[src/mcgu_pkg.sv]
// shared types and constants for the midi clock generator
// no dependencies
`timescale 1ns / 1ps

package mcgu_pkg;

   localparam int unsigned BLOCK_WIDTH  = 14;
   localparam int unsigned OFFSET_WIDTH = 13;
   localparam int unsigned SPP_WIDTH    = 14;
   localparam int unsigned TEMPO_WIDTH  = 18;
   localparam int unsigned BEAT_WIDTH   = 24;
   localparam int unsigned RATE_WIDTH   = 18;
   localparam int unsigned ACC_WIDTH    = 48;
   localparam int unsigned ACC_FRAC     = 32;
   localparam int unsigned NUM_WIDTH    = 32;
   localparam int unsigned DEN_WIDTH    = 28;
   localparam int unsigned CNT_WIDTH    = 6;
   localparam int unsigned STEP_WIDTH   = 6;

   localparam int unsigned REQ_DATA_WIDTH = 64;
   localparam int unsigned RSP_DATA_WIDTH = 32;

   localparam logic [BLOCK_WIDTH-1:0] MAX_BLOCK_SAMPLES    = 14'd8192;
   localparam logic [CNT_WIDTH-1:0]   MAX_PULSES_PER_BLOCK = 6'd62;
   localparam logic [RATE_WIDTH-1:0]  RATE_RESET           = 18'd48000;
   localparam logic [ACC_WIDTH-1:0]   ACC_MAX              = '1;

   localparam logic [STEP_WIDTH-1:0] MUL_LAST  = 6'd13;
   localparam logic [STEP_WIDTH-1:0] DIV_LAST  = 6'd63;
   localparam logic [STEP_WIDTH-1:0] ODIV_LAST = 6'd13;

   typedef enum logic [1:0] {
      KIND_SPP   = 2'd0,
      KIND_START = 2'd1,
      KIND_STOP  = 2'd2,
      KIND_CLOCK = 2'd3
   } kind_type;

endpackage

[src/midi_clock_generator_unit.sv]
// midi clock generator (24 ppqn): one audio block event in, transport and clock messages out
// depends on mcgu_pkg
`timescale 1ns / 1ps

// channel | dir | tdata (low bit up)                                   | side
// req     | in  | block_samples 14, playing 1, tempo_q8 18, beat_q8 24 | -
// rsp     | out | song_position 14, sample_offset 13                   | tuser kind, tlast
// csr     | in  | sample_rate 18                                       | -
//
// playing block: arithmetic in order (shift-add multiply, restoring divide, accumulate,
// pulse count, offset divide) then the messages; next accept once back in idle
// stop block sends one stop word, other stopped blocks send nothing
// reset: sample rate 48000, not playing, accumulator zero, no word pending
// req_tready is high only while idle; a stalled rsp word holds and the
// sequencer waits for the output register to free up

module midi_clock_generator_unit (
   input  logic                                 clock,
   input  logic                                 reset,
   input  logic                                 req_tvalid,
   output logic                                 req_tready,
   input  logic [mcgu_pkg::REQ_DATA_WIDTH-1:0]  req_tdata,  // block_samples, playing, tempo_q8, beat_position_q8
   output logic                                 rsp_tvalid,
   input  logic                                 rsp_tready,
   output logic [mcgu_pkg::RSP_DATA_WIDTH-1:0]  rsp_tdata,  // song_position, sample_offset
   output logic [1:0]                           rsp_tuser,  // message_kind
   output logic                                 rsp_tlast,  // last_of_block
   input  logic                                 csr_valid,
   output logic                                 csr_ready,
   input  logic [mcgu_pkg::RATE_WIDTH-1:0]      csr_data    // sample_rate
);
   import mcgu_pkg::*;

   typedef enum logic [3:0] {
      ST_IDLE,
      ST_MUL,
      ST_DIV,
      ST_ACC,
      ST_CNT,
      ST_ODIV,
      ST_SPP,
      ST_START,
      ST_STOP,
      ST_CLOCK
   } state_type;

   // control state
   state_type              state_ff, state_in;
   logic [RATE_WIDTH-1:0]  sample_rate_ff, sample_rate_in;
   logic                   was_playing_ff, was_playing_in;
   logic [ACC_WIDTH-1:0]   acc_ff, acc_in;
   logic                   rsp_valid_ff, rsp_valid_in;
   kind_type               rsp_kind_ff, rsp_kind_in;
   logic [SPP_WIDTH-1:0]   rsp_pos_ff, rsp_pos_in;
   logic [OFFSET_WIDTH-1:0] rsp_off_ff, rsp_off_in;
   logic                   rsp_last_ff, rsp_last_in;
   logic [STEP_WIDTH-1:0]  step_ff, step_in;

   // datapath
   logic                   rising_ff, rising_in;
   logic [SPP_WIDTH-1:0]   spp_ff, spp_in;
   logic [BLOCK_WIDTH-1:0] blk_ff, blk_in;
   logic [NUM_WIDTH-1:0]   mcand_ff, mcand_in;
   logic [BLOCK_WIDTH-1:0] mplier_ff, mplier_in;
   logic [NUM_WIDTH-1:0]   num_ff, num_in;
   logic [DEN_WIDTH-1:0]   den_ff, den_in;
   logic [DEN_WIDTH-1:0]   rem_ff, rem_in;
   logic [ACC_WIDTH-1:0]   quo_ff, quo_in;
   logic                   sat_ff, sat_in;
   logic [CNT_WIDTH-1:0]   count_ff, count_in;
   logic [BLOCK_WIDTH-1:0] odiv_ff, odiv_in;    // block shifts out, step quotient shifts in
   logic [CNT_WIDTH-1:0]   orem_ff, orem_in;
   logic [BLOCK_WIDTH-1:0] off_q_ff, off_q_in;
   logic [CNT_WIDTH-1:0]   off_r_ff, off_r_in;
   logic [CNT_WIDTH-1:0]   pulse_ff, pulse_in;

   // unpacked request fields
   logic [BLOCK_WIDTH-1:0] req_block;
   logic                   req_playing;
   logic [TEMPO_WIDTH-1:0] req_tempo;
   logic [BEAT_WIDTH-1:0]  req_beat;

   logic                   req_fire;
   logic                   slot_free;
   logic [RATE_WIDTH-1:0]  rate_eff;
   logic [DEN_WIDTH+1:0]   div_diff;
   logic                   div_ge;
   logic [ACC_WIDTH:0]     acc_sum;
   logic [ACC_WIDTH-1:0]   acc_inc;
   logic [ACC_WIDTH-ACC_FRAC-1:0] whole;
   logic [CNT_WIDTH-1:0]   cnt_cap;
   logic [CNT_WIDTH+1:0]   odiv_diff;
   logic                   odiv_ge;
   logic [CNT_WIDTH:0]     off_rsum;
   logic                   off_wrap;
   logic                   pulse_last;

   assign req_block   = req_tdata[13:0];
   assign req_playing = req_tdata[14];
   assign req_tempo   = req_tdata[32:15];
   assign req_beat    = req_tdata[56:33];

   assign req_tready = (state_ff == ST_IDLE);
   assign req_fire   = req_tvalid && req_tready;
   assign csr_ready  = 1'b1;
   assign slot_free  = !rsp_valid_ff || rsp_tready;

   assign rsp_tvalid = rsp_valid_ff;
   assign rsp_tuser  = rsp_kind_ff;
   assign rsp_tlast  = rsp_last_ff;
   assign rsp_tdata  = {5'd0, rsp_off_ff, rsp_pos_ff};

   // a zero sample rate counts as one
   assign rate_eff = (sample_rate_ff == '0) ? RATE_WIDTH'(1) : sample_rate_ff;

   // one restoring division step for the increment: remainder and next dividend bit vs 640*rate
   assign div_diff = {1'b0, rem_ff, num_ff[NUM_WIDTH-1]} - {2'b00, den_ff};
   assign div_ge   = !div_diff[DEN_WIDTH+1];

   assign acc_inc = sat_ff ? ACC_MAX : quo_ff;
   assign acc_sum = {1'b0, acc_ff} + {1'b0, acc_inc};

   assign whole   = acc_ff[ACC_WIDTH-1:ACC_FRAC];
   assign cnt_cap = (whole > {10'd0, MAX_PULSES_PER_BLOCK}) ? MAX_PULSES_PER_BLOCK
                                                            : whole[CNT_WIDTH-1:0];

   // one restoring step of block / count for the clock spacing
   assign odiv_diff = {1'b0, orem_ff, odiv_ff[BLOCK_WIDTH-1]} - {2'b00, count_ff};
   assign odiv_ge   = !odiv_diff[CNT_WIDTH+1];

   // offset walk: add quotient, carry once the remainder sum reaches count
   assign off_rsum   = {1'b0, off_r_ff} + {1'b0, orem_ff};
   assign off_wrap   = (off_rsum >= {1'b0, count_ff});
   assign pulse_last = (pulse_ff == (count_ff - CNT_WIDTH'(1)));

   always_comb begin
      state_in       = state_ff;
      sample_rate_in = sample_rate_ff;
      was_playing_in = was_playing_ff;
      acc_in         = acc_ff;
      rsp_valid_in   = rsp_valid_ff && !rsp_tready;
      rsp_kind_in    = rsp_kind_ff;
      rsp_pos_in     = rsp_pos_ff;
      rsp_off_in     = rsp_off_ff;
      rsp_last_in    = rsp_last_ff;
      step_in        = step_ff;
      rising_in      = rising_ff;
      spp_in         = spp_ff;
      blk_in         = blk_ff;
      mcand_in       = mcand_ff;
      mplier_in      = mplier_ff;
      num_in         = num_ff;
      den_in         = den_ff;
      rem_in         = rem_ff;
      quo_in         = quo_ff;
      sat_in         = sat_ff;
      count_in       = count_ff;
      odiv_in        = odiv_ff;
      orem_in        = orem_ff;
      off_q_in       = off_q_ff;
      off_r_in       = off_r_ff;
      pulse_in       = pulse_ff;

      if (csr_valid) begin
         sample_rate_in = csr_data;
      end

      case (state_ff)
         ST_IDLE: begin
            if (req_fire) begin
               was_playing_in = req_playing;
               rising_in      = req_playing && !was_playing_ff;
               // either transport edge restarts the pulse count
               if (req_playing != was_playing_ff) begin
                  acc_in = '0;
               end
               // sixteenths are beat_q8 >> 6, saturated at 14 bits
               spp_in = (req_beat[BEAT_WIDTH-1:20] != '0) ? '1 : req_beat[19:6];
               blk_in = (req_block > MAX_BLOCK_SAMPLES) ? MAX_BLOCK_SAMPLES : req_block;
               mcand_in  = {14'd0, req_tempo};
               mplier_in = (req_block > MAX_BLOCK_SAMPLES) ? MAX_BLOCK_SAMPLES : req_block;
               num_in    = '0;
               den_in    = DEN_WIDTH'({rate_eff, 9'd0}) + DEN_WIDTH'({rate_eff, 7'd0});
               step_in   = '0;
               if (req_playing) begin
                  state_in = ST_MUL;
               end else if (was_playing_ff) begin
                  state_in = ST_STOP;
               end
            end
         end

         ST_MUL: begin
            // shift-add tempo * block, one multiplier bit a cycle
            if (mplier_ff[0]) begin
               num_in = num_ff + mcand_ff;
            end
            mcand_in  = {mcand_ff[NUM_WIDTH-2:0], 1'b0};
            mplier_in = {1'b0, mplier_ff[BLOCK_WIDTH-1:1]};
            step_in   = step_ff + STEP_WIDTH'(1);
            if (step_ff == MUL_LAST) begin
               step_in  = '0;
               rem_in   = '0;
               quo_in   = '0;
               sat_in   = 1'b0;
               state_in = ST_DIV;
            end
         end

         ST_DIV: begin
            // product << 32 divided by 640*rate, one quotient bit a cycle
            rem_in  = div_ge ? div_diff[DEN_WIDTH-1:0] : {rem_ff[DEN_WIDTH-2:0], num_ff[NUM_WIDTH-1]};
            quo_in  = {quo_ff[ACC_WIDTH-2:0], div_ge};
            sat_in  = sat_ff || quo_ff[ACC_WIDTH-1];
            num_in  = {num_ff[NUM_WIDTH-2:0], 1'b0};
            step_in = step_ff + STEP_WIDTH'(1);
            if (step_ff == DIV_LAST) begin
               step_in  = '0;
               state_in = ST_ACC;
            end
         end

         ST_ACC: begin
            acc_in   = acc_sum[ACC_WIDTH] ? ACC_MAX : acc_sum[ACC_WIDTH-1:0];
            state_in = ST_CNT;
         end

         ST_CNT: begin
            // surplus whole pulses stay behind
            count_in = cnt_cap;
            acc_in   = {whole - {10'd0, cnt_cap}, acc_ff[ACC_FRAC-1:0]};
            odiv_in  = blk_ff;
            orem_in  = '0;
            step_in  = '0;
            state_in = ST_ODIV;
         end

         ST_ODIV: begin
            orem_in = odiv_ge ? odiv_diff[CNT_WIDTH-1:0]
                              : {orem_ff[CNT_WIDTH-2:0], odiv_ff[BLOCK_WIDTH-1]};
            odiv_in = {odiv_ff[BLOCK_WIDTH-2:0], odiv_ge};
            step_in = step_ff + STEP_WIDTH'(1);
            if (step_ff == ODIV_LAST) begin
               step_in  = '0;
               off_q_in = '0;
               off_r_in = '0;
               pulse_in = '0;
               if (rising_ff) begin
                  state_in = ST_SPP;
               end else if (count_ff != '0) begin
                  state_in = ST_CLOCK;
               end else begin
                  state_in = ST_IDLE;
               end
            end
         end

         ST_SPP: begin
            if (slot_free) begin
               rsp_valid_in = 1'b1;
               rsp_kind_in  = KIND_SPP;
               rsp_pos_in   = spp_ff;
               rsp_off_in   = '0;
               rsp_last_in  = 1'b0;
               state_in     = ST_START;
            end
         end

         ST_START: begin
            if (slot_free) begin
               rsp_valid_in = 1'b1;
               rsp_kind_in  = KIND_START;
               rsp_pos_in   = '0;
               rsp_off_in   = '0;
               rsp_last_in  = (count_ff == '0);
               state_in     = (count_ff == '0) ? ST_IDLE : ST_CLOCK;
            end
         end

         ST_STOP: begin
            if (slot_free) begin
               rsp_valid_in = 1'b1;
               rsp_kind_in  = KIND_STOP;
               rsp_pos_in   = '0;
               rsp_off_in   = '0;
               rsp_last_in  = 1'b1;
               state_in     = ST_IDLE;
            end
         end

         ST_CLOCK: begin
            if (slot_free) begin
               rsp_valid_in = 1'b1;
               rsp_kind_in  = KIND_CLOCK;
               rsp_pos_in   = '0;
               rsp_off_in   = off_q_ff[OFFSET_WIDTH-1:0];
               rsp_last_in  = pulse_last;
               off_r_in     = off_wrap ? CNT_WIDTH'(off_rsum - {1'b0, count_ff})
                                       : off_rsum[CNT_WIDTH-1:0];
               off_q_in     = off_q_ff + odiv_ff + {13'd0, off_wrap};
               pulse_in     = pulse_ff + CNT_WIDTH'(1);
               if (pulse_last) begin
                  state_in = ST_IDLE;
               end
            end
         end

         default: begin
            state_in = ST_IDLE;
         end
      endcase
   end

   // state and registered outputs
   always_ff @(posedge clock) begin
      if (reset) begin
         state_ff       <= ST_IDLE;
         sample_rate_ff <= RATE_RESET;
         was_playing_ff <= 1'b0;
         acc_ff         <= '0;
         rsp_valid_ff   <= 1'b0;
         rsp_kind_ff    <= KIND_SPP;
         rsp_pos_ff     <= '0;
         rsp_off_ff     <= '0;
         rsp_last_ff    <= 1'b0;
         step_ff        <= '0;
      end else begin
         state_ff       <= state_in;
         sample_rate_ff <= sample_rate_in;
         was_playing_ff <= was_playing_in;
         acc_ff         <= acc_in;
         rsp_valid_ff   <= rsp_valid_in;
         rsp_kind_ff    <= rsp_kind_in;
         rsp_pos_ff     <= rsp_pos_in;
         rsp_off_ff     <= rsp_off_in;
         rsp_last_ff    <= rsp_last_in;
         step_ff        <= step_in;
      end
   end

   // arithmetic shift registers, no reset
   always_ff @(posedge clock) begin
      rising_ff <= rising_in;
      spp_ff    <= spp_in;
      blk_ff    <= blk_in;
      mcand_ff  <= mcand_in;
      mplier_ff <= mplier_in;
      num_ff    <= num_in;
      den_ff    <= den_in;
      rem_ff    <= rem_in;
      quo_ff    <= quo_in;
      sat_ff    <= sat_in;
      count_ff  <= count_in;
      odiv_ff   <= odiv_in;
      orem_ff   <= orem_in;
      off_q_ff  <= off_q_in;
      off_r_ff  <= off_r_in;
      pulse_ff  <= pulse_in;
   end

endmodule

[config.mk]
export PLATFORM = sky130hd
export DESIGN_NAME = midi_clock_generator_unit
export DESIGN_NICKNAME = d
export VERILOG_FILES = /design/src/mcgu_pkg.sv /design/src/midi_clock_generator_unit.sv
export SDC_FILE = /design/constraint.sdc
export NUM_CORES = 1
export LEC_CHECK = 0
export ABC_AREA = 1
export BUFFER_PORTS_ARGS = -buffer_cell sky130_fd_sc_hd__buf_2
export CORE_UTILIZATION = 40
export CTS_CLUSTER_DIAMETER = 150
export CTS_CLUSTER_SIZE = 16
export DETAILED_ROUTE_END_ITERATION = 16
export HOLD_SLACK_MARGIN = 0.02
export SYNTH_ARGS = -nofsm -noshare
export SYNTH_HDL_FRONTEND = slang
export SYNTH_SLANG_ARGS = --single-unit
[constraint.sdc]
create_clock -name clock -period 20.9 [get_ports clock]
set_clock_uncertainty 0.05 [all_clocks]
set_input_delay 4.18 -clock clock [delete_from_list [all_inputs] [get_ports clock]]
set_output_delay 4.18 -clock clock [all_outputs]
set_load 0.01 [all_outputs]
### Word level (Yosys, flattened, before mapping)

Cells that the tools add are included.
Widths: inputs -> output; s select.

* equality and inequality tests: 27
* $add $sub $neg: 13
* reduce and logical (&&, ||, !) cells: 42
* bitwise gates (word level): 1
* muxes and demuxes: 71
* order comparisons: 3

Operator list (number)
* $mux 48: 5
* $pmux 48 s3: 1
* $pmux 14 s2: 4
* $mux 32: 3
* $pmux 32 s3: 1
* $pmux 48 s2: 1
* $mux 14: 6
* $pmux 32 s2: 1
* $mux 28: 2
* $mux 4: 14
* $pmux 28 s2: 1
* $mux 6: 9
* $add 48x48->49: 1
* $pmux 4 s10: 1
* $pmux 6 s2: 3
* $add 32x32->32: 1
* $sub 29x28->30: 1
* $add 27x25->28: 1
* $mux 13: 2
* $pmux 13 s2: 1
* $pmux 6 s4: 1
* $logic_not 18->1: 1
* $mux 18: 1
* $ne 2x2->1 const B: 9
* 44 further kinds: 86

* word-level logic and storage cells: 184
* flip-flop bits (word level): 372

### Depth between registers and ports, before layout

Gate-level depths: netlist (run 1).

* word-level depth: 5
* depth in mapped cells: 27
* gate-level depth less buffers: 27

### Worst setup path before layout (run 1)

No wires, ideal clock.

* path type: input-to-reg
* start: input req_tvalid
* end: register mcand_ff[0] (enable)
* data required time: 20.445 ns
* setup slack: 12.728 ns
* stages on the path: 4
* path buffers: 0
* data arrival time: 7.718 ns
* path through: inv_1 -> nor2_1 -> inv_1 -> nand2_1

* word-level cells in the longest chain between the ends: 3

RTL lines
* start, declared: line midi_clock_generator_unit.sv:20 `input logic req_tvalid,`
* $logic_and 1x1->1: line midi_clock_generator_unit.sv:104 `assign req_fire = req_tvalid && req_tready;`
* $ne 2x1->1 (no line)
* $reduce_and 2->1 (no line)
* end signal, assigned: line midi_clock_generator_unit.sv:346 `mcand_ff <= mcand_in;`
* end, declared: line midi_clock_generator_unit.sv:63 `logic [NUM_WIDTH-1:0] mcand_ff, mcand_in;`

No other way between the ends.
A chain may end at the register's enable or synchronous reset.

### Final worst setup path (run 1)

* start: register state_ff[2]
* end: output req_tready

* word-level cells in the longest chain between the ends: 1

RTL lines
* start, declared: line midi_clock_generator_unit.sv:48 `state_type state_ff, state_in;`
* start signal, assigned: line midi_clock_generator_unit.sv:328 `state_ff <= state_in;`
* $logic_not 4->1: line midi_clock_generator_unit.sv:103 `assign req_tready = (state_ff == ST_IDLE);`
* end, declared: line midi_clock_generator_unit.sv:21 `output logic req_tready,`

No other way between the ends.

==> results of run 1 <==
routing by layer:
metal	GRT usage, %	share of wire, %	vias to the layer above
met5	0	0	-
met4	3.230	1.3	0
met3	1.821	3.5	55
met2	32.33	46	302
met1	26.99	49	9363
li1	-	-	10710
kinds of logic (layout without fill, tap and decap cells):
| kind of cell | after synthesis | after routing | synth area share [%] |
|---|---|---|---|
| fa+ha+maj | 160 | 160 | 8.506 |
| buf+inv | 564 | 638 | 9.211 |
| simple gates | 1496 | 1496 | 25.50 |
| compound gates | 572 | 572 | 13.32 |
| flops | 364 | 364 | 40.49 |
| other cells | 2 | 7 | 0.03087 |
| xor+xnor | 82 | 82 | 2.952 |
cells in the final DEF, fill, tap and decap left out, types with 14 or more instances in the layout:
| cell type | netlist | final |
|---|---|---|
| sky130_fd_sc_hd__nand2_1 | 904 | 903 |
| sky130_fd_sc_hd__o21ai_0 | 157 | 156 |
| sky130_fd_sc_hd__o21bai_1 | 18 | 18 |
| sky130_fd_sc_hd__buf_4 | 8 | 19 |
| sky130_fd_sc_hd__clkbuf_16 | 0 | 26 |
| sky130_fd_sc_hd__xor2_1 | 52 | 52 |
| sky130_fd_sc_hd__nor3_1 | 32 | 32 |
| sky130_fd_sc_hd__nand4_1 | 38 | 38 |
| sky130_fd_sc_hd__dfxtp_1 | 108 | 108 |
| sky130_fd_sc_hd__edfxtp_1 | 256 | 256 |
| sky130_fd_sc_hd__buf_2 | 16 | 105 |
| sky130_fd_sc_hd__o21ai_1 | 32 | 31 |
| sky130_fd_sc_hd__a21oi_1 | 258 | 258 |
| sky130_fd_sc_hd__nand3_1 | 126 | 126 |
| sky130_fd_sc_hd__inv_2 | 14 | 14 |
| sky130_fd_sc_hd__inv_1 | 450 | 450 |
| sky130_fd_sc_hd__xnor2_1 | 30 | 30 |
| sky130_fd_sc_hd__clkbuf_1 | 56 | 20 |
| sky130_fd_sc_hd__nor2_1 | 328 | 327 |
| sky130_fd_sc_hd__ha_1 | 151 | 151 |
power breakdown:
part	switching, mW	internal (mW)	total (mW)	leakage, nW
logic	1.21	0.564	1.78	8.47
registers	0.102	1.02	1.13	3.28
clock network	0.258	0.248	0.506	0.365
sequential cells by signal, indices dropped and copies added (netlist names), 18 cells and up:
name            flops
acc_ff             48
den_ff             21
mcand_ff           32
num_ff             32
quo_ff             48
rem_ff             28
sample_rate_ff     18
worst reg2reg max path: stages (launching register included):
cell,delay [ns]
sky130_fd_sc_hd__edfxtp_1,0.42
sky130_fd_sc_hd__ha_1,0.20
sky130_fd_sc_hd__inv_1,0.05
sky130_fd_sc_hd__fa_1,0.39
sky130_fd_sc_hd__o21ai_0,0.30
sky130_fd_sc_hd__xnor2_1,0.16
sky130_fd_sc_hd__inv_1,0.08
sky130_fd_sc_hd__ha_1,0.33
sky130_fd_sc_hd__nand3_1,0.09
sky130_fd_sc_hd__o21ai_0,0.17
sky130_fd_sc_hd__nand2_1,0.08
sky130_fd_sc_hd__nand2_1,0.24
sky130_fd_sc_hd__inv_1,0.17
sky130_fd_sc_hd__fa_1,0.45
sky130_fd_sc_hd__inv_1,0.07
sky130_fd_sc_hd__nand3_1,0.06
sky130_fd_sc_hd__nand2_1,0.13
sky130_fd_sc_hd__nand2_1,0.07
sky130_fd_sc_hd__nand2_1,0.06
sky130_fd_sc_hd__a21oi_1,0.09
sky130_fd_sc_hd__o21ai_0,0.33
sky130_fd_sc_hd__inv_1,0.07
sky130_fd_sc_hd__nor2_1,0.12
sky130_fd_sc_hd__o21ai_0,0.09
sky130_fd_sc_hd__nand2_1,0.07
sky130_fd_sc_hd__nor2_1,0.04
worst paths after layout:
path                                                    end  depth (start not counted)                   startpoint  slack (ns)
worst max register to register    off_q_ff[9]$_SDFFCE_PN0P_                         25     orem_ff[0]$_SDFFCE_PN0P_       16.27
worst min-delay path            rsp_pos_ff[12]$_SDFFE_PP0P_                          2  rsp_pos_ff[12]$_SDFFE_PP0P_        0.41
worst max-delay path                             req_tready                          4     state_ff[2]$_SDFFE_PP0P_       15.07
worst min register to register  rsp_pos_ff[12]$_SDFFE_PP0P_                          2  rsp_pos_ff[12]$_SDFFE_PP0P_        0.41
final cells by class:
type	count	area (um^2)
inverters	466	1754
multi-input cells	2317	12320
clock buffers	46	725.7
repair buffers	124	668.1
well taps	782	978.4
clock inverters	2	46.29
flip-flops and latches	364	9849
fillers	6200	33910
==> metrics.log, run 1 <==
INFO  metric worst-slew-pin-transition = 0.9351 ns
INFO  metric crit_family = flip-flops
INFO  metric clk_path_buf_depth = 3
INFO  metric postPlaceCellArea = 25,570 um^2
INFO  metric num_vias = 20,430
INFO  metric synth-edff-count = 256
INFO  metric synthMostInstantiatedCell = sky130_fd_sc_hd__nand2_1
INFO  metric syn-mean-instance-area = 7.509 um^2
INFO  metric wl_per_cell = 14.57 um
INFO  metric fin_util = 43.72%
INFO  metric final_cell_count_no_fill = 4,101
INFO  metric core_area = 60,250 um^2
INFO  metric postCtsHoldBufs = 0
INFO  metric setup_ws_post_layout = 15.07 ns
INFO  metric grt_antenna_before_repair = 0
INFO  metric critical_path_cell_list = nor2_1 > inv_1 > nor2_4 > buf_2
INFO  metric synth-async-reset-ratio = 0%
INFO  metric worstPathRequired = 16.67 ns
INFO  metric yosys.cell_types.count = 67
INFO  metric insertedDiodeCount = 0
INFO  metric synthTopCellsByArea = sky130_fd_sc_hd__edfxtp_1 32%, sky130_fd_sc_hd__nand2_1 14%, sky130_fd_sc_hd__dfxtp_1 8.9%
INFO  metric drtAntennaViolNets = 0
INFO  metric clock_insertion_delay_worst_skew = 0.58 ns
INFO  metric finalWirelength = 59.77 mm
INFO  metric route.detailed.drc = 0
INFO  metric postSynthCellCount = 3,240
INFO  metric synth_seq_cells = 364
INFO  metric grt_usage = 19.18%
INFO  metric maxSlewViolCount = 0
INFO  metric floorplan.rows = 90
INFO  metric grt_max_degree = 68
INFO  metric endpoint_kind = output pin
INFO  metric status = complete, no violations
INFO  metric synthDominantAreaCellType = sky130_fd_sc_hd__edfxtp_1
INFO  metric peak_supply_drop = 0.00006882 V
INFO  metric avgViaCountPerCell = 4.982
INFO  metric timing.final.crit_period = 5.831 ns
INFO  metric cts_post_setup_buffers_inserted = 0
INFO  metric grt_pass1_vias = 19,371
INFO  metric areaGrowthSynthToFinish = 8.265%
INFO  metric timing.max_cap.violations = 0
INFO  metric power_leakage = 12.11 nW
INFO  metric chipWidth = 248.6 um
INFO  metric unrepaired_setup_endpoints_after_global_routing = false
INFO  metric worstSetupStartpointType = register
INFO  metric die_area = 61,810 um^2
INFO  metric critical_path.slowest_cell = sky130_fd_sc_hd__dfxtp_1
INFO  metric numClockSinks = 364
INFO  metric cp_max_fo = 6
INFO  metric tritoncts.num_buffers = 26
INFO  metric critPathBufInv = 2
INFO  metric dpl.cell_count = 4,053
INFO  metric ys_top_cells_by_count = 904 x sky130_fd_sc_hd__nand2_1, 450 x sky130_fd_sc_hd__inv_1, 328 x sky130_fd_sc_hd__nor2_1, 258 x sky130_fd_sc_hd__a21oi_1, 256 x sky130_fd_sc_hd__edfxtp_1
INFO  metric initial_utilization = 40.38%
INFO  metric setup-tns-final = 0 ns
INFO  metric place.port_buffers = 105
INFO  metric detail_route.iter0.violations = 1,397
INFO  metric ys_warn_count = 0
INFO  metric final-setup-viol-count = 0
INFO  metric floorplan.io_pins = 125
INFO  metric worst_setup_hold_path_clk_slew = 0.07 ns
INFO  metric setup.worst_path.class = register to output pin
INFO  metric final_cell_area = 26,340 um^2
INFO  metric cts_tree = built
INFO  metric synth_seq_area_share = 40.49%
INFO  metric detailedRoute.firstPassIterationCount = 5
INFO  metric power.density_cell_area = 129.4 nW/um^2
INFO  metric die-height = 248.6 um
INFO  metric relSlewSlack = 37.59%
INFO  metric gpl.final_weighted_congestion = 0.9623
INFO  metric clock_tree.htree_level_count = 1
INFO  metric final_net_count = 3,546
INFO  metric netlist_area = 24,330 um^2
INFO  metric post_cts_resized = 0
INFO  metric timing.final.crit_share = 27.90%
INFO  metric drive_gt1_share = 7.201%
INFO  metric first_pass_grt_wire_length = 98.51 mm
INFO  metric detailed_place_hpwl = 44.38 mm
INFO  metric worst_path_largest_cell_delay = 0.36 ns
INFO  metric worst_path_arrival_time = 1.60 ns
INFO  metric report.final.hold_viol_count = 0
INFO  metric totalPowerFinal = 3.408 mW
INFO  metric max_freq = 0.1715 GHz
INFO  metric globalRouteOverflowTotal = 0
INFO  metric master_cell_of_the_clock_root_buffer = sky130_fd_sc_hd__clkbuf_16
INFO  metric area_share_of_the_largest_cell_type_after_synthesis = 31.60%
INFO  metric dominant_register_cell_in_the_synthesized_netlist = sky130_fd_sc_hd__edfxtp_1
INFO  metric hold_slack = 0.4141 ns
INFO  metric hold_path.class = register to register
INFO  metric placement.setup.worst_slack = 14.56 ns
No activity file was read; power rests on OpenSTA's default activity.
==> run 2, diff against run 1 <==
==> constraint.sdc (replaced) <==
create_clock -name clock -period 5.8 [get_ports clock]
set_clock_uncertainty 0.05 [all_clocks]
set_input_delay 1.16 -clock clock [delete_from_list [all_inputs] [get_ports clock]]
set_output_delay 1.16 -clock clock [all_outputs]
set_load 0.01 [all_outputs]
==> run 2 against run 1 <==
Net effect:
- routed wire length up 1.1%
- cell area about the same
- core utilization about the same
- first-iteration DRC count down 3.1%
- clock-buffer cell count up 1
- critical endpoint is now off_q_ff[10]$_SDFFCE_PN0P_
- largest power group unchanged
- highest routed layer unchanged
==> metrics.log, run 2 (same netlist as run 1, synthesis figures left out) <==
INFO  metric chipWidth = 248.6 um (unchanged)
INFO  metric regToRegStartpoint = orem_ff[0]$_SDFFCE_PN0P_
INFO  metric final_cell_mix = 903 x sky130_fd_sc_hd__nand2_1, 450 x sky130_fd_sc_hd__inv_1, 327 x sky130_fd_sc_hd__nor2_1
INFO  metric filler_cell_count = 6,240 (+0.65%)
INFO  metric status = complete, no violations
INFO  metric detail_route.iter0.violations = 1,354 (-3.1%)
INFO  metric timing.reg2reg.setup_slack = 1.26 ns (-15.01 ns)
INFO  metric crit_family = adder cells
INFO  metric detailedRoute.firstPassIterationCount = 5 (unchanged)
INFO  metric setup-tns-final = 0 ns (unchanged)
INFO  metric place.port_buffers = 105 (unchanged)
INFO  metric multi_input_area = 12,330 um^2 (+0.12%)
INFO  metric die-height = 248.6 um (unchanged)
INFO  metric max_freq = 0.2201 GHz
INFO  metric reg2reg_depth = 21 (-16%)
INFO  metric grt_antenna_before_repair = 0 (unchanged)
INFO  metric timing.final.crit_period = 4.542 ns
INFO  metric cp_common_cell = sky130_fd_sc_hd__inv_1
INFO  metric cts_tree = built
INFO  metric grt_pass1_vias = 19,127 (-1.3%)
INFO  metric grt_usage = 19.31% (+0.12 points)
INFO  metric timing.max_cap.violations = 0 (unchanged)
INFO  metric finalWirelength = 60.45 mm (+1.1%)
INFO  metric final-setup-viol-count = 0 (unchanged)
INFO  metric route.detailed.drc = 0 (unchanged)
INFO  metric drive_gt1_share = 7.231% (+0.030 points)
INFO  metric globalRouteOverflowTotal = 0 (unchanged)
INFO  metric master_cell_of_the_clock_root_buffer = sky130_fd_sc_hd__clkbuf_16
INFO  metric worstSetupStartpointType = register
INFO  metric maxSlewViolCount = 0 (unchanged)
INFO  metric gpl.final_weighted_congestion = 0.9206 (-4.3%)
INFO  metric insertedDiodeCount = 0 (unchanged)
INFO  metric first_pass_grt_wire_length = 98.73 mm (+0.22%)
INFO  metric worst_path_largest_cell_delay = 0.44 ns (+0.08 ns)
INFO  metric report.final.hold_viol_count = 0 (unchanged)
INFO  metric peak_supply_drop = 0.0002163 V (+210%)
INFO  metric areaGrowthSynthToFinish = 8.301% (about the same)
INFO  metric numClockSinks = 364 (unchanged)
INFO  metric unrepaired_setup_endpoints_after_global_routing = false
INFO  metric ff_latch_area = 9849 um^2 (unchanged)
INFO  metric setup_ws_post_layout = 1.258 ns (-13.81 ns)
INFO  metric holdCritStartpoint = rsp_pos_ff[9]$_SDFFE_PP0P_
INFO  metric avgViaCountPerCell = 5.000 (+0.37%)
INFO  metric die_area = 61,810 um^2 (unchanged)
INFO  metric critPathBufInv = 4 (+2)
INFO  metric grt_max_degree = 69 (+1.5%)
INFO  metric worst_setup_hold_path_clk_slew = 0.08 ns (about the same)
INFO  metric worst-slew-pin-transition = 1.187 ns (+0.2515 ns)
INFO  metric worstPathRequired = 6.20 ns (-10.47 ns)
INFO  metric hold_slack = 0.4142 ns (+0.0001530 ns)
INFO  metric num_vias = 20,505 (+0.37%)
INFO  metric wl_per_cell = 14.74 um (+1.1%)
INFO  metric hold_path.class = register to register
INFO  metric floorplan.io_pins = 125 (unchanged)
INFO  metric most_frequent_standard_cell_in_the_layout_excluding_fill_and_tap_cells = sky130_fd_sc_hd__nand2_1
INFO  metric detailed_place_hpwl = 45.30 mm (+2.1%)
INFO  metric final_net_count = 3,546 (unchanged)
INFO  metric critical_path_cell_list = ha_1 > inv_1 > fa_1 > o21ai_0 > xnor2_1 > inv_1 > ha_1 > nand3_1 > o21ai_0 > nand2_1 > nand2_1 > inv_1 > fa_1 > fa_1 > inv_1 > nand3_1 > nand2_1 > a31oi_1 > o21bai_1 > o21ai_0 > a21oi_1
INFO  metric timing.final.crit_share = 78.32%
INFO  metric drtAntennaViolNets = 0 (unchanged)
INFO  metric relSlewSlack = 20.64% (-17 points)
INFO  metric hold_depth = 2 (unchanged)
INFO  metric placement.setup.worst_slack = 1.231 ns (-13.33 ns)
INFO  metric clk_path_buf_depth = 3 (unchanged)
INFO  metric layout_top_registers = acc_ff (48), quo_ff (48)
INFO  metric power_leakage = 12.11 nW (about the same)
INFO  metric clock_insertion_delay_worst_skew = 0.58 ns (about the same)
INFO  metric tritoncts.num_buffers = 26 (unchanged)
INFO  metric initial_utilization = 40.38% (unchanged)
INFO  metric setup.worst_path.class = register to register
INFO  metric cp_max_fo = 10 (+4)
INFO  metric crit-reg2reg-capture = off_q_ff[10]$_SDFFCE_PN0P_
INFO  metric power.density_cell_area = 465.7 nW/um^2 (+260%)
INFO  metric worstHoldEndpoint = rsp_pos_ff[9]$_SDFFE_PP0P_
INFO  metric postCtsHoldBufs = 0 (unchanged)
INFO  metric post_cts_resized = 0 (unchanged)
INFO  metric worst_path_arrival_time = 4.94 ns (+3.34 ns)
INFO  metric cts_post_setup_buffers_inserted = 0 (unchanged)
INFO  metric fin_util = 43.73% (about the same)
INFO  metric core_area = 60,250 um^2 (unchanged)
INFO  metric clock_tree.htree_level_count = 1 (unchanged)
INFO  metric floorplan.rows = 90 (unchanged)
INFO  metric endpoint_kind = register
INFO  metric critical_path.slowest_cell = sky130_fd_sc_hd__fa_1
==> run 2: worst max path at each step <==
stage                             startpoint                    endpoint  slack (ns)  cells past startpoint
finish              orem_ff[0]$_SDFFCE_PN0P_  off_q_ff[10]$_SDFFCE_PN0P_        1.26                     21
global route        orem_ff[0]$_SDFFCE_PN0P_   off_q_ff[9]$_SDFFCE_PN0P_        0.75                     25
CTS                 orem_ff[0]$_SDFFCE_PN0P_  off_q_ff[10]$_SDFFCE_PN0P_        1.23                     21
detailed placement  orem_ff[0]$_SDFFCE_PN0P_  off_q_ff[10]$_SDFFCE_PN0P_        1.23                     21
global placement    orem_ff[0]$_SDFFCE_PN0P_   off_q_ff[9]$_SDFFCE_PN0P_        1.30                     25
floorplan           state_ff[0]$_SDFFE_PP0P_     quo_ff[0]$_SDFFCE_PN0P_        0.58                      7
==> run 2: worst reg2reg max path, stage by stage (launching register included) <==
cell and delay (ns):
sky130_fd_sc_hd__edfxtp_1 0.41, sky130_fd_sc_hd__ha_1 0.20, sky130_fd_sc_hd__inv_1 0.06, sky130_fd_sc_hd__fa_1 0.40, sky130_fd_sc_hd__o21ai_0 0.30, sky130_fd_sc_hd__xnor2_1 0.16, sky130_fd_sc_hd__inv_1 0.07, sky130_fd_sc_hd__ha_1 0.33
sky130_fd_sc_hd__nand3_1 0.08, sky130_fd_sc_hd__o21ai_0 0.15, sky130_fd_sc_hd__nand2_1 0.07, sky130_fd_sc_hd__nand2_1 0.23, sky130_fd_sc_hd__inv_1 0.19, sky130_fd_sc_hd__fa_1 0.44, sky130_fd_sc_hd__fa_1 0.38, sky130_fd_sc_hd__inv_1 0.09
sky130_fd_sc_hd__nand3_1 0.07, sky130_fd_sc_hd__nand2_1 0.17, sky130_fd_sc_hd__a31oi_1 0.15, sky130_fd_sc_hd__o21bai_1 0.18, sky130_fd_sc_hd__o21ai_0 0.09, sky130_fd_sc_hd__a21oi_1 0.14
==> run 2: layout make-up <==
cell class	count	share of cell area (%)
clock buffer	47	2.845
sequential	364	37.38
timing repair buffer	124	2.536
tap	782	3.714
multi-input combinational	2317	46.80
inverter	466	6.658
clock inverter	1	0.06173
==> run 2: power by group <==
part,leakage [nW],internal [mW],switching [mW],total [mW]
clock network,0.364,0.874,0.943,1.82
logic,8.47,2.04,4.36,6.40
registers,3.28,3.69,0.369,4.05
==> run 2: stage by stage <==
stage | total power [mW] | cells | instance area [um^2]
2_1_floorplan | 8.943 | 3245 | 24350
3_3_place_gp | 10.44 | 4053 | 25580
3_5_place_dp | 10.48 | 4053 | 25580
4_1_cts | 12.35 | 4101 | 26350
5_1_grt | 13.38 | 4101 | 26350
6_report | 12.27 | 4101 | 26350
==> run 2: metal layers <==
| metal | vias up | track usage, % | part of all wire [%] | wire, um |
|---|---|---|---|---|
| li1 | 10742 | - | - | - |
| met1 | 9346 | 27.51 | 49 | 29910 |
| met2 | 358 | 31.68 | 45 | 27230 |
| met3 | 59 | 1.916 | 3.9 | 2358 |
| met4 | 0 | 4.117 | 1.6 | 950 |
| met5 | - | 0 | 0 | 0 |
